## src/rtl/core/ipv4_allowlist_with_token_check_defines.svh

```systemverilog
// Assertion macros used by the allowlist sequencer (ialc_ctrl).
`ifndef IPV4_ALLOWLIST_WITH_TOKEN_CHECK_DEFINES_SVH
`define IPV4_ALLOWLIST_WITH_TOKEN_CHECK_DEFINES_SVH

`ifndef ASSERT_OFF

// prop must hold at every clock edge out of reset
`define IALC_ASSERT(lbl, clk, rst_n, prop) \
	lbl: assert property (@(posedge clk) disable iff (!rst_n) (prop)) \
		else $error("ialc assertion failed");

// prop must never hold
`define IALC_ASSERT_NEVER(lbl, clk, rst_n, prop) \
	`IALC_ASSERT(lbl, clk, rst_n, !(prop))

`else

`define IALC_ASSERT(lbl, clk, rst_n, prop)

`define IALC_ASSERT_NEVER(lbl, clk, rst_n, prop)

`endif

`endif

```

## src/rtl/core/ialc_pkg.sv

```systemverilog
// Package: constants, codes and types of the IPv4 allowlist.
package ialc_pkg;

	localparam int TABLE_DEPTH  = 16;
	localparam int CNT_W        = $clog2(TABLE_DEPTH + 1);
	localparam int ADDR_W       = 32;
	localparam int TOKEN_W      = 64;
	localparam int ENTRY_W      = 5;
	localparam int STATUS_W     = 3;
	localparam int OP_W         = 2;
	localparam int ALERT_PERIOD = 10;
	localparam int PHASE_W      = $clog2(ALERT_PERIOD);
	localparam int SEED_COUNT   = 2;

	localparam logic [ADDR_W-1:0] SEED_LOOPBACK = 32'h7F00_0001;
	localparam logic [ADDR_W-1:0] SEED_GATEWAY  = 32'h0A00_0001;

	localparam int PADDR_W     = 4;
	localparam int PDATA_W     = 64;
	localparam int REG_SEL_LSB = 3;

	typedef enum logic [0:0] {
		REG_CHECK_ENABLE = 1'b0,
		REG_MASTER_KEY   = 1'b1
	} reg_sel_t;

	typedef enum logic [OP_W-1:0] {
		OP_REGISTER = 2'd0,
		OP_VERIFY   = 2'd1,
		OP_QUERY    = 2'd2
	} op_t;

	typedef enum logic [STATUS_W-1:0] {
		STAT_ADDED    = 3'd0,
		STAT_PRESENT  = 3'd1,
		STAT_FULL     = 3'd2,
		STAT_UNAUTH   = 3'd3,
		STAT_ALLOWED  = 3'd4,
		STAT_UNLISTED = 3'd5,
		STAT_MISMATCH = 3'd6
	} status_t;

	typedef enum logic [1:0] {
		S_IDLE,
		S_SCAN,
		S_DONE
	} ctrl_state_t;

	// lookup beat travelling down the cell row
	typedef struct packed {
		logic              vld;
		logic              hit;
		logic [ADDR_W-1:0] addr;
	} probe_t;

	// append command broadcast to the row
	typedef struct packed {
		logic              en;
		logic [CNT_W-1:0]  idx;
		logic [ADDR_W-1:0] data;
	} wr_t;

	// reset content of one cell
	typedef struct packed {
		logic              vld;
		logic [ADDR_W-1:0] addr;
	} seed_t;

endpackage

```

## src/rtl/core/ialc_if.sv

```systemverilog
// Request and response channel interfaces.
interface ialc_req_if import ialc_pkg::*; ();
	logic               valid;
	logic               ready;
	logic [OP_W-1:0]    operation;
	logic [ADDR_W-1:0]  address;
	logic [TOKEN_W-1:0] token;
	logic               caller_authorized;

	modport source (output valid, output operation, output address, output token,
		output caller_authorized, input ready);
	modport sink (input valid, input operation, input address, input token,
		input caller_authorized, output ready);
endinterface

interface ialc_rsp_if import ialc_pkg::*; ();
	logic                valid;
	logic                ready;
	logic                granted;
	logic [STATUS_W-1:0] status;
	logic                raise_alert;
	logic [ENTRY_W-1:0]  entry_count;

	modport source (output valid, output granted, output status, output raise_alert,
		output entry_count, input ready);
	modport sink (input valid, input granted, input status, input raise_alert,
		input entry_count, output ready);
endinterface

```

## src/rtl/core/ialc_cell.sv

```systemverilog
// One table cell: holds an entry and compares the passing probe against it.
module ialc_cell import ialc_pkg::*; (
	input  logic              clk,
	input  logic              arst_n,
	input  seed_t             seed,
	input  logic              we,
	input  logic [ADDR_W-1:0] wdata,
	input  probe_t            probe_i,
	output probe_t            probe_o
);

	logic              valid_q;
	logic [ADDR_W-1:0] entry_q;
	probe_t            probe_q;

	always_ff @(posedge clk or negedge arst_n) begin
		if (!arst_n) begin
			valid_q <= seed.vld;
			entry_q <= seed.addr;
			probe_q <= '0;
		end else begin
			if (we) begin
				valid_q <= 1'b1;
				entry_q <= wdata;
			end
			probe_q.vld  <= probe_i.vld;
			probe_q.addr <= probe_i.addr;
			probe_q.hit  <= probe_i.hit | (valid_q && (entry_q == probe_i.addr));
		end
	end

	assign probe_o = probe_q;

endmodule

```

## src/rtl/core/ialc_ctrl.sv

```systemverilog
// Sequencer: takes requests, launches probes, decides and registers results.
`include "ipv4_allowlist_with_token_check_defines.svh"

module ialc_ctrl import ialc_pkg::*; (
	input  logic               clk,
	input  logic               arst_n,
	ialc_req_if.sink           req,
	ialc_rsp_if.source         rsp,
	input  logic               check_en,
	input  logic [TOKEN_W-1:0] master_key,
	output probe_t             probe_o,
	input  probe_t             probe_i,
	output wr_t                wr_o
);

	ctrl_state_t state_q, state_d;

	logic [OP_W-1:0]    op_q;
	logic [ADDR_W-1:0]  addr_q;
	logic [TOKEN_W-1:0] token_q;
	logic               auth_q;
	logic               start_q;
	logic               hit_q;
	logic [CNT_W-1:0]   used_q;
	logic [PHASE_W-1:0] phase_q;

	logic                out_vld_q;
	logic                granted_q;
	status_t             status_q;
	logic                alert_q;
	logic [ENTRY_W-1:0]  count_q;

	logic               accept;
	logic               finish;
	logic               full;
	logic [TOKEN_W-1:0] expected;
	logic [TOKEN_W-1:0] presented;
	logic               res_granted;
	status_t            res_status;
	logic               res_alert;
	logic               do_write;
	logic               do_mismatch;
	logic [CNT_W-1:0]   used_next;

	always_ff @(posedge clk or negedge arst_n) begin
		if (!arst_n) begin
			state_q <= S_IDLE;
		end else begin
			state_q <= state_d;
		end
	end

	always_comb begin
		state_d = state_q;
		finish  = 1'b0;
		unique case (state_q)
			S_IDLE: begin
				if (accept) begin
					state_d = S_SCAN;
				end
			end
			S_SCAN: begin
				if (probe_i.vld) begin
					state_d = S_DONE;
				end
			end
			S_DONE: begin
				if (!out_vld_q || rsp.ready) begin
					finish  = 1'b1;
					state_d = S_IDLE;
				end
			end
			default: state_d = S_IDLE;
		endcase
	end

	assign req.ready = (state_q == S_IDLE);
	assign accept    = req.valid && req.ready;

	assign full      = (used_q >= CNT_W'(TABLE_DEPTH));
	assign expected  = {addr_q, {ADDR_W{1'b0}}} ^ master_key;
	assign presented = (op_q == OP_VERIFY) ? token_q : expected;

	always_comb begin
		res_granted = 1'b0;
		res_status  = STAT_UNLISTED;
		res_alert   = 1'b0;
		do_write    = 1'b0;
		do_mismatch = 1'b0;
		unique case (op_q)
			OP_REGISTER: begin
				priority if (full) begin
					res_status = STAT_FULL;
				end else if (!auth_q) begin
					res_status = STAT_UNAUTH;
				end else if (hit_q) begin
					res_granted = 1'b1;
					res_status  = STAT_PRESENT;
				end else begin
					res_granted = 1'b1;
					res_status  = STAT_ADDED;
					do_write    = 1'b1;
				end
			end
			OP_VERIFY, OP_QUERY: begin
				if (check_en && hit_q) begin
					if (addr_q == SEED_LOOPBACK || addr_q == SEED_GATEWAY ||
						presented == expected) begin
						res_granted = 1'b1;
						res_status  = STAT_ALLOWED;
					end else begin
						res_status  = STAT_MISMATCH;
						res_alert   = (phase_q == '0);
						do_mismatch = 1'b1;
					end
				end
			end
			default: ;
		endcase
	end

	assign used_next = do_write ? used_q + 1'b1 : used_q;

	always_ff @(posedge clk or negedge arst_n) begin
		if (!arst_n) begin
			start_q   <= 1'b0;
			hit_q     <= 1'b0;
			used_q    <= CNT_W'(SEED_COUNT);
			phase_q   <= '0;
			out_vld_q <= 1'b0;
		end else begin
			start_q <= accept;
			if (state_q == S_SCAN && probe_i.vld) begin
				hit_q <= probe_i.hit;
			end
			if (finish) begin
				out_vld_q <= 1'b1;
				used_q    <= used_next;
				if (do_mismatch) begin
					phase_q <= (phase_q == PHASE_W'(ALERT_PERIOD - 1)) ? '0 : phase_q + 1'b1;
				end
			end else if (rsp.ready) begin
				out_vld_q <= 1'b0;
			end
		end
	end

	always_ff @(posedge clk) begin
		if (accept) begin
			op_q    <= req.operation;
			addr_q  <= req.address;
			token_q <= req.token;
			auth_q  <= req.caller_authorized;
		end
		if (finish) begin
			granted_q <= res_granted;
			status_q  <= res_status;
			alert_q   <= res_alert;
			count_q   <= ENTRY_W'(used_next);
		end
	end

	assign probe_o.vld  = start_q;
	assign probe_o.hit  = 1'b0;
	assign probe_o.addr = addr_q;

	assign wr_o.en   = finish && do_write;
	assign wr_o.idx  = used_q;
	assign wr_o.data = addr_q;

	assign rsp.valid       = out_vld_q;
	assign rsp.granted     = granted_q;
	assign rsp.status      = status_q;
	assign rsp.raise_alert = alert_q;
	assign rsp.entry_count = count_q;

	`IALC_ASSERT(a_used_bound, clk, arst_n, used_q <= CNT_W'(TABLE_DEPTH))
	`IALC_ASSERT(a_phase_bound, clk, arst_n, phase_q < PHASE_W'(ALERT_PERIOD))
	`IALC_ASSERT(a_tail_in_scan, clk, arst_n, probe_i.vld |-> state_q == S_SCAN)
	`IALC_ASSERT_NEVER(a_write_when_full, clk, arst_n, wr_o.en && full)
	`IALC_ASSERT(a_alert_on_mismatch, clk, arst_n, rsp.valid && rsp.raise_alert |-> rsp.status == STAT_MISMATCH)

endmodule

```

## src/rtl/core/ipv4_allowlist_with_token_check.sv

```systemverilog
// Top level: IPv4 allowlist built as a row of compare cells, with APB registers.
//
//  channel | dir | handshake     | beat
//  --------+-----+---------------+---------------------------------------------
//  req     | in  | valid/ready   | operation, address, token, caller_authorized
//  rsp     | out | valid/ready   | granted, status, raise_alert, entry_count
//  apb     | in  | psel/penable  | check_enable at 0x0, master_key at 0x8
//
// One request at a time: the next accept waits until the probe has walked the
// cell row one cell per clock and the result has been registered.
// Reset seeds cells 0 and 1; no clearing pass, requests taken right after reset.
// A stalled rsp holds the result; the next request is still taken and waits in
// its final step until the output register frees.
module ipv4_allowlist_with_token_check import ialc_pkg::*; (
	input  logic               clk,
	input  logic               arst_n,
	ialc_req_if.sink           req,
	ialc_rsp_if.source         rsp,
	input  logic               psel,
	input  logic               penable,
	input  logic               pwrite,
	input  logic [PADDR_W-1:0] paddr,
	input  logic [PDATA_W-1:0] pwdata,
	output logic [PDATA_W-1:0] prdata,
	output logic               pready
);

	logic               check_en_q;
	logic [TOKEN_W-1:0] key_q;
	reg_sel_t           reg_sel;

	probe_t chain [TABLE_DEPTH+1];
	wr_t    wr;

	assign reg_sel = reg_sel_t'(paddr[REG_SEL_LSB]);
	assign pready  = 1'b1;

	always_ff @(posedge clk or negedge arst_n) begin
		if (!arst_n) begin
			check_en_q <= 1'b1;
			key_q      <= '0;
		end else if (psel && penable && pwrite && pready) begin
			unique case (reg_sel)
				REG_CHECK_ENABLE: check_en_q <= pwdata[0];
				REG_MASTER_KEY:   key_q      <= TOKEN_W'(pwdata);
				default: ;
			endcase
		end
	end

	always_comb begin
		unique case (reg_sel)
			REG_CHECK_ENABLE: prdata = PDATA_W'(check_en_q);
			REG_MASTER_KEY:   prdata = PDATA_W'(key_q);
			default:          prdata = '0;
		endcase
	end

	ialc_ctrl u_ctrl (
		.clk        (clk),
		.arst_n     (arst_n),
		.req        (req),
		.rsp        (rsp),
		.check_en   (check_en_q),
		.master_key (key_q),
		.probe_o    (chain[0]),
		.probe_i    (chain[TABLE_DEPTH]),
		.wr_o       (wr)
	);

	for (genvar i = 0; i < TABLE_DEPTH; i++) begin : g_cell
		seed_t seed;
		logic  we;

		if (i == 0) begin : g_loopback
			assign seed = '{vld: 1'b1, addr: SEED_LOOPBACK};
		end else if (i == 1) begin : g_gateway
			assign seed = '{vld: 1'b1, addr: SEED_GATEWAY};
		end else begin : g_empty
			assign seed = '0;
		end

		assign we = wr.en && (wr.idx == CNT_W'(i));

		ialc_cell u_cell (
			.clk     (clk),
			.arst_n  (arst_n),
			.seed    (seed),
			.we      (we),
			.wdata   (wr.data),
			.probe_i (chain[i]),
			.probe_o (chain[i+1])
		);
	end

endmodule
```

## src/flat_wrapper.sv

```systemverilog
// flat-port wrapper written by rule: the top's interface ports become plain ports
module ipv4_allowlist_with_token_check_flat import ialc_pkg::*;
  (clk, arst_n, psel, penable, pwrite, paddr, pwdata, prdata, pready, req_valid, req_operation, req_address, req_token, req_caller_authorized, req_ready, rsp_valid, rsp_granted, rsp_status, rsp_raise_alert, rsp_entry_count, rsp_ready);
  ialc_req_if req_i ();
  ialc_rsp_if rsp_i ();
  input  logic clk;
  input  logic arst_n;
  input  logic psel;
  input  logic penable;
  input  logic pwrite;
  input  logic [PADDR_W-1:0] paddr;
  input  logic [PDATA_W-1:0] pwdata;
  output logic [PDATA_W-1:0] prdata;
  output logic pready;
  input wire logic [$bits(req_i.valid)-1:0] req_valid;
  input wire logic [$bits(req_i.operation)-1:0] req_operation;
  input wire logic [$bits(req_i.address)-1:0] req_address;
  input wire logic [$bits(req_i.token)-1:0] req_token;
  input wire logic [$bits(req_i.caller_authorized)-1:0] req_caller_authorized;
  output wire logic [$bits(req_i.ready)-1:0] req_ready;
  output wire logic [$bits(rsp_i.valid)-1:0] rsp_valid;
  output wire logic [$bits(rsp_i.granted)-1:0] rsp_granted;
  output wire logic [$bits(rsp_i.status)-1:0] rsp_status;
  output wire logic [$bits(rsp_i.raise_alert)-1:0] rsp_raise_alert;
  output wire logic [$bits(rsp_i.entry_count)-1:0] rsp_entry_count;
  input wire logic [$bits(rsp_i.ready)-1:0] rsp_ready;
  assign req_i.valid = req_valid;
  assign req_i.operation = req_operation;
  assign req_i.address = req_address;
  assign req_i.token = req_token;
  assign req_i.caller_authorized = req_caller_authorized;
  assign req_ready = req_i.ready;
  assign rsp_valid = rsp_i.valid;
  assign rsp_granted = rsp_i.granted;
  assign rsp_status = rsp_i.status;
  assign rsp_raise_alert = rsp_i.raise_alert;
  assign rsp_entry_count = rsp_i.entry_count;
  assign rsp_i.ready = rsp_ready;
  ipv4_allowlist_with_token_check u_core (.clk(clk), .arst_n(arst_n), .req(req_i), .rsp(rsp_i), .psel(psel), .penable(penable), .pwrite(pwrite), .paddr(paddr), .pwdata(pwdata), .prdata(prdata), .pready(pready));
endmodule
```

## config.mk

```make
export PLATFORM = sky130hd
export DESIGN_NAME = ipv4_allowlist_with_token_check_flat
export DESIGN_NICKNAME = d
export VERILOG_FILES = /design/src/rtl/core/ialc_pkg.sv /design/src/rtl/core/ialc_if.sv /design/src/rtl/core/ialc_cell.sv /design/src/rtl/core/ialc_ctrl.sv /design/src/rtl/core/ipv4_allowlist_with_token_check.sv /design/src/flat_wrapper.sv
export VERILOG_INCLUDE_DIRS = /design/src /design/src/rtl/core
export SDC_FILE = /design/constraint.sdc
export NUM_CORES = 2
export LEC_CHECK = 0
export BUFFER_PORTS_ARGS = -buffer_cell sky130_fd_sc_hd__buf_2
export CORE_ASPECT_RATIO = 0.5
export CORE_MARGIN = 4
export CORE_UTILIZATION = 25
export CTS_CLUSTER_SIZE = 12
export DETAILED_ROUTE_END_ITERATION = 8
export SYNTH_ARGS = -nofsm -noshare
export SYNTH_HDL_FRONTEND = slang
export SYNTH_SLANG_ARGS = --single-unit
```

## constraint.sdc

```tcl
create_clock -name clk -period 5.7 [get_ports clk]
set_input_delay 0.285 -clock clk [delete_from_list [all_inputs] [get_ports clk]]
set_output_delay 0.285 -clock clk [all_outputs]
set_load 0.03 [all_outputs]
```

# ---- Word level (Yosys, flattened, before mapping)
# Index checks and enable logic that the tools add are counted.
dict set report classes {
  n_addsub 2
  magnitude_cmp 1
  eq_ne 42
  n_mux 30
  bitwise_logic 19
  n_reduce_logical 51
}
# operator n
set ops {}
lappend ops {{32-bit == test} 16}
lappend ops {{64-bit case mux with 2 select lines} 1}
lappend ops {{64-bit == test} 1}
lappend ops {{64-bit 2-to-1 mux} 1}
lappend ops {{64-bit XOR} 1}
lappend ops {{5-bit by 4-bit == test with 1-bit output, second input constant} 8}
lappend ops {{1-bit logical AND} 36}
lappend ops {{32-bit by 28-bit == test with 1-bit output, second input constant} 1}
lappend ops {{32-bit by 31-bit == test with 1-bit output, second input constant} 1}
lappend ops {{5-bit by 3-bit == test with 1-bit output, second input constant} 4}
lappend ops {{1-bit 2-to-1 mux} 16}
lappend ops {{1-bit bitwise OR} 15}
lappend ops {{2-bit 2-to-1 mux} 7}
lappend ops {{5-bit by 2-bit == test with 1-bit output, second input constant} 2}
lappend ops {{2-bit case mux with 3 select lines} 1}
lappend ops {{3-bit case mux with 2 select lines} 1}
lappend ops {{2-bit AND reduction} 3}
lappend ops {{5-bit by 1-bit adder with 5-bit output, second input constant} 1}
lappend ops {{5-bit by 1-bit == test with 1-bit output, second input constant} 1}
lappend ops {{5-bit >= comparator, second input constant} 1}
lappend ops {{5-bit logical NOT} 1}
lappend ops {{5-bit 2-to-1 mux} 1}
lappend ops {{4-bit by 1-bit adder with 4-bit output, second input constant} 1}
lappend ops {{2-bit by 1-bit == test with 1-bit output, second input constant} 2}
lappend ops {{15 further kinds} 22}
dict set report totals {
  reg_bits 1226
  in_bits 174
  out_inout_bits 77
  elab_cells 238
}

# ---- Longest topological paths before layout
dict set report logic_depth {
  ltp_word 8
  mapped_depth 11
  mapped_depth_nobuf 8
}

# ---- Worst setup path before layout
# Ideal clock, no wire load.
dict set report synth_timing {
  path_type {reg-to-reg}
  start {register u_core.u_ctrl.state_q[1]}
  end {register u_core.u_ctrl.addr_q[0], enable pin}
  setup_time_ps 469
  t_arrival_ps 3263
  required_time_ps 5231
  setup_slack_ps 1967
  path_stages_with_launch 3
  path_cell_list {dfrtp_1 -> nor2_1 -> and2_1}
}
dict set report synth_via {
  elab_chain_cells 2
}
# element line
set synth_lines {}
lappend synth_lines {{start, declared} ialc_ctrl.sv:16} ;# ctrl_state_t state_q, state_d;
lappend synth_lines {{start signal, assigned} ialc_ctrl.sv:49} ;# state_q <= state_d;
lappend synth_lines {{2-bit logical NOT} ialc_ctrl.sv:77} ;# assign req.ready = (state_q == S_IDLE);
lappend synth_lines {{named net req_ready} flat_wrapper.sv:20} ;# output wire logic [$bits(req_i.ready)-1:0] req_ready;
lappend synth_lines {{1-bit logical AND} ialc_ctrl.sv:78} ;# assign accept = req.valid && req.ready;
lappend synth_lines {{named net u_core.u_ctrl.accept} ialc_ctrl.sv:33} ;# logic accept;
lappend synth_lines {{end signal, assigned} ialc_ctrl.sv:151} ;# addr_q <= req.address;
lappend synth_lines {{end, declared} ialc_ctrl.sv:19} ;# logic [ADDR_W-1:0] addr_q;
# The timed path passes the listed nets, and every way through them passes these cells.
# A chain may end at the register's enable or synchronous reset.

# ---- Worst setup path in the final report
dict set report layout_timing {
  start {register u_core.u_ctrl.addr_q[27]}
  end {register u_core.u_ctrl.phase_q[1]}
}
dict set report layout_via {
  elab_chain_cells 8
}
# element line
set layout_lines {}
lappend layout_lines {{64-bit XOR} ialc_ctrl.sv:81} ;# assign expected = {addr_q, {ADDR_W{1'b0}}} ^ master_key;
lappend layout_lines {{64-bit 2-to-1 mux} ialc_ctrl.sv:82} ;# assign presented = (op_q == OP_VERIFY) ? token_q : expected;
lappend layout_lines {{64-bit == test} ialc_ctrl.sv:108} ;# presented == expected) begin
lappend layout_lines {{1-bit logical OR *} ialc_ctrl.sv:107} ;# if (addr_q == SEED_LOOPBACK || addr_q == SEED_GATEWAY ||
lappend layout_lines {{1-bit 2-to-1 mux *} ialc_ctrl.sv:107}
lappend layout_lines {{1-bit 2-to-1 mux *} ialc_ctrl.sv:106} ;# if (check_en && hit_q) begin
lappend layout_lines {{1-bit 2-to-1 mux *} ialc_ctrl.sv:90} ;# unique case (op_q)
lappend layout_lines {{2-bit AND reduction (no source line) *} -}
lappend layout_lines {{end signal, assigned} ialc_ctrl.sv:140} ;# phase_q <= (phase_q == PHASE_W'(ALERT_PERIOD - 1)) ? '0 : phase_q + 1'b1;
lappend layout_lines {{end, declared} ialc_ctrl.sv:25} ;# logic [PHASE_W-1:0] phase_q;
# Every way passes the cells marked *; elsewhere a longest branch is shown, timed or not.

==> flow_metrics.tcl <==
set metrics [dict create \
    status "finished clean" \
    drt_first_pass_iters 7 \
    drc_errors 0 \
    drt_iter0_drc 1721 \
    ios 251 \
    via_count 25000 \
    ys_dominant_reg_cell "dfrtp_1" \
    yosys.area_share.xor_xnor_pct 11.9 \
    comb_power_share_pct 6.5 \
    grt_setup_unrepaired "false" \
    multi_input_area_um2 14600 \
    netSwitchingPower_uw 4150 \
    final_cells 5945 \
    overflow 0 \
    area_delta_synth_final_pct 20.0 \
    postSynthCellCount 2927 \
    synth_warnings 0 \
    die_height_um 313 \
    path_max_fanout 14 \
    hold_viol 0 \
    period_share_pct 65.2 \
    seq_area_um2 31200 \
    numCtsBuffers 119 \
    drt-total-wl_um 120000 \
    finalCriticalPeriod_ns 3.72 \
    cts.clk_slew.worst_paths_ns 0.06 \
    setup_viol 0 \
    drv_cap 0 \
    synth_top_family_by_area "multiplexers" \
    fillCellCount 18200 \
    viasPerCell 4.21 \
    rows 111 \
    ys_seq_area_share_pct 67.0 \
    htree_levels 3 \
    p_seq_share_pct 52.8 \
    final_cell_mix "dfrtp_1 (1104), mux2_2 (572), xor2_1 (447)" \
    post_cts_buffers 0 \
    routedWlPerCell_um 20.1 \
    clkLatencyLatePin_ns 0.72 \
    power.share.clock_pct 40.7 \
    power.density_nw_per_um2 318 \
    start_util_pct 25.3 \
    coreArea_um2 184000 \
    relSlewSlack_pct 21.3 \
    p_sw_share_pct 23.3 \
    finalClockSkew_ns 0.0203 \
    layout_commonest_cell "dfrtp_1" \
    end_kind "register" \
    synth-async-reset-ratio_pct 91.1 \
    syn_area_um2 46600 \
    dieArea_um2 194000 \
    synth_compound_area_share_pct 0.666 \
    drive_above_1_share_pct 30.5 \
    die_x_um 619 \
    clockBufferDepth 3 \
    cp.required_ns 6.29 \
    fin_nets 3568 \
    power.internal_uw 13600 \
    path_class "register to register" \
    drtAntennaViolNets 0 \
    report.final.slew_viol_count 0 \
    hold_class "input pin to asynchronous set/reset pin" \
    synthAdderAreaFrac_pct 0.268 \
    cts_sinks 1226 \
    ys_types 49 \
    gp_congestion 0.866 \
    grt_pass1_wl_um 179000 \
    tritoncts "done" \
    synth-seq-cells 1226 \
    antenna_found_initial 14 \
    synth_edf_count 109 \
    root_buffer "clkbuf_16" \
    worstMarginPinSlew_ns 1.18 \
    grtUsageTotal_pct 12.2 \
    cp_data_arrival_time_ns 4.31 \
    grt_pass1_vias 26900 \
    grt_start_max_net_pins 199 \
    cellLeakagePower_uw 0.0263 \
    dpl.hpwl_um 81400 \
    dpl.cell_count 5582 \
    start_kind "register" \
    timing.fmax_ghz 0.269 \
    syn_area_per_cell_um2 15.9 \
    vdd_drop_max_mv 0.230 \
    synth_simple_gate_area_share_pct 4.50 \
    synth_mux_area_share_pct 14.0 \
    portBuffers 246 \
    tns_ns 0 \
    syn_nets 3111 \
]
## what timing repair did
item / CTS / global route
hold buffers: 167 / 0
hold endpoints to repair: 241 / 0
resized for setup: 0 / 0
## synthesized netlist by cell type (2+ instances only)
library cell / number / area [um^2]
a21boi_0: 2 / 15.0
a21oi_1: 7 / 35.0
a41o_1: 15 / 150
and2_1: 66 / 413
and3_1: 5 / 31.3
buf_2: 68 / 340
buf_4: 2 / 15.0
buf_6: 13 / 146
clkbuf_1: 47 / 176
dfrtp_1: 1104 / 27600
dfstp_2: 13 / 342
edfxtp_1: 109 / 3270
ha_1: 10 / 125
inv_1: 12 / 45.0
mux2_1: 8 / 90.1
mux2_2: 572 / 6440
nand2_1: 12 / 45.0
nand2_2: 8 / 50.1
nand2b_1: 16 / 100
nand3_1: 17 / 85.1
nand4_1: 47 / 294
nor2_1: 23 / 86.3
nor2b_1: 5 / 31.3
nor3_1: 16 / 80.1
nor3b_4: 4 / 75.1
nor4_1: 113 / 707
o211ai_1: 2 / 15.0
o21ai_0: 7 / 35.0
o21bai_1: 2 / 15.0
or2_2: 2 / 12.5
xnor2_1: 105 / 920
xnor3_1: 32 / 721
xor2_1: 447 / 3920
## metrics by stage
stage,utilization (%),setup WS [ns],power (uW),hold slack (ns),instance area [um^2]
finish,30.3,1.98,17800,0.253,55900
global route,30.3,2.04,18500,0.250,55900
CTS,30.3,2.17,18000,0.216,55900
detailed placement,27.5,2.19,10600,0.335,50700
global placement,27.5,2.27,10600,0.332,50700
floorplan,-,1.97,10000,-0.0106,46600
## power by group through the flow
| stage | registers (uW) | clock network [uW] | logic, uW |
|---|---|---|---|
| floorplan | 9410 | 0 | 619 |
| global placement | 9540 | 0 | 1060 |
| detailed placement | 9550 | 0 | 1070 |
| CTS | 9390 | 7450 | 1170 |
| global route | 9420 | 7790 | 1250 |
| finish | 9400 | 7240 | 1160 |
## area by class of cell
type	count	area share [%]
diodes	9	0.0403
inverters	12	0.0805
clock inverters	13	0.246
well taps	2486	5.56
multi-input cells	1558	26.2
repair buffers	467	6.05
clock buffers	174	5.98
flip-flops and latches	1226	55.9
## critical path: stages (launching register included)
cell      delay, ns
edfxtp_1       0.81
buf_4          0.44
xnor3_1        0.30
nand4_1        0.19
nor4_1         0.78
buf_4          0.26
a211oi_1       0.11
o21ai_0        0.28
mux2_2         0.37
## cells by family (layout without fill, tap and decap cells)
family / Yosys count / count (layout)
AO/OA/AOI/OAI: 40 / 40
XOR/XNOR: 584 / 584
adder cells (fa/ha/maj): 10 / 10
buffers and inverters: 143 / 666
flip-flops: 1226 / 1226
multiplexers: 581 / 581
other: 1 / 10
AND/OR/NAND/NOR: 342 / 342
## routing by layer
layer,GRT usage (%),routed length [um],vias up
met5,0,0,-
met2,20.9,59400,501
met4,3.34,3060,0
met1,16.3,52500,13300
met3,1.61,4610,196
li1,-,-,11000
## worst paths after layout
check                                                     from                                   to  slack [ns]  cells after the start
setup / recovery                      u_core.u_ctrl.addr_q[27]             u_core.u_ctrl.phase_q[1]        1.98                      8
hold / removal                                          arst_n  u_core.g_cell[14].u_cell.probe_o[6]        0.25                      2
setup reg to reg                      u_core.u_ctrl.addr_q[27]             u_core.u_ctrl.phase_q[1]        1.98                      8
hold reg to reg            u_core.g_cell[3].u_cell.probe_o[33]  u_core.g_cell[4].u_cell.probe_o[33]        0.34                      0
max in group asynchronous                               arst_n  u_core.g_cell[9].u_cell.entry_q[22]        3.81                      3
min in group clk                                req_address[5]              u_core.u_ctrl.addr_q[5]        0.28                      2
## state kept, by name, summed over array words and instances, names as in the netlist, 2 cells and up
name and count:
u_core.key_q 64, u_core.g_cell.u_cell.valid_q 14, u_core.u_ctrl.state_q 2, u_core.u_ctrl.phase_q 4, u_core.g_cell.u_cell.probe_o 512, u_core.g_cell.u_cell.entry_q 512, u_core.u_ctrl.token_q 64, u_core.u_ctrl.addr_q 32
u_core.u_ctrl.rsp.status 3, u_core.u_ctrl.rsp.entry_count 5, u_core.u_ctrl.op_q 2, u_core.u_ctrl.used_q 5
(Power assumes the default switching activity.)
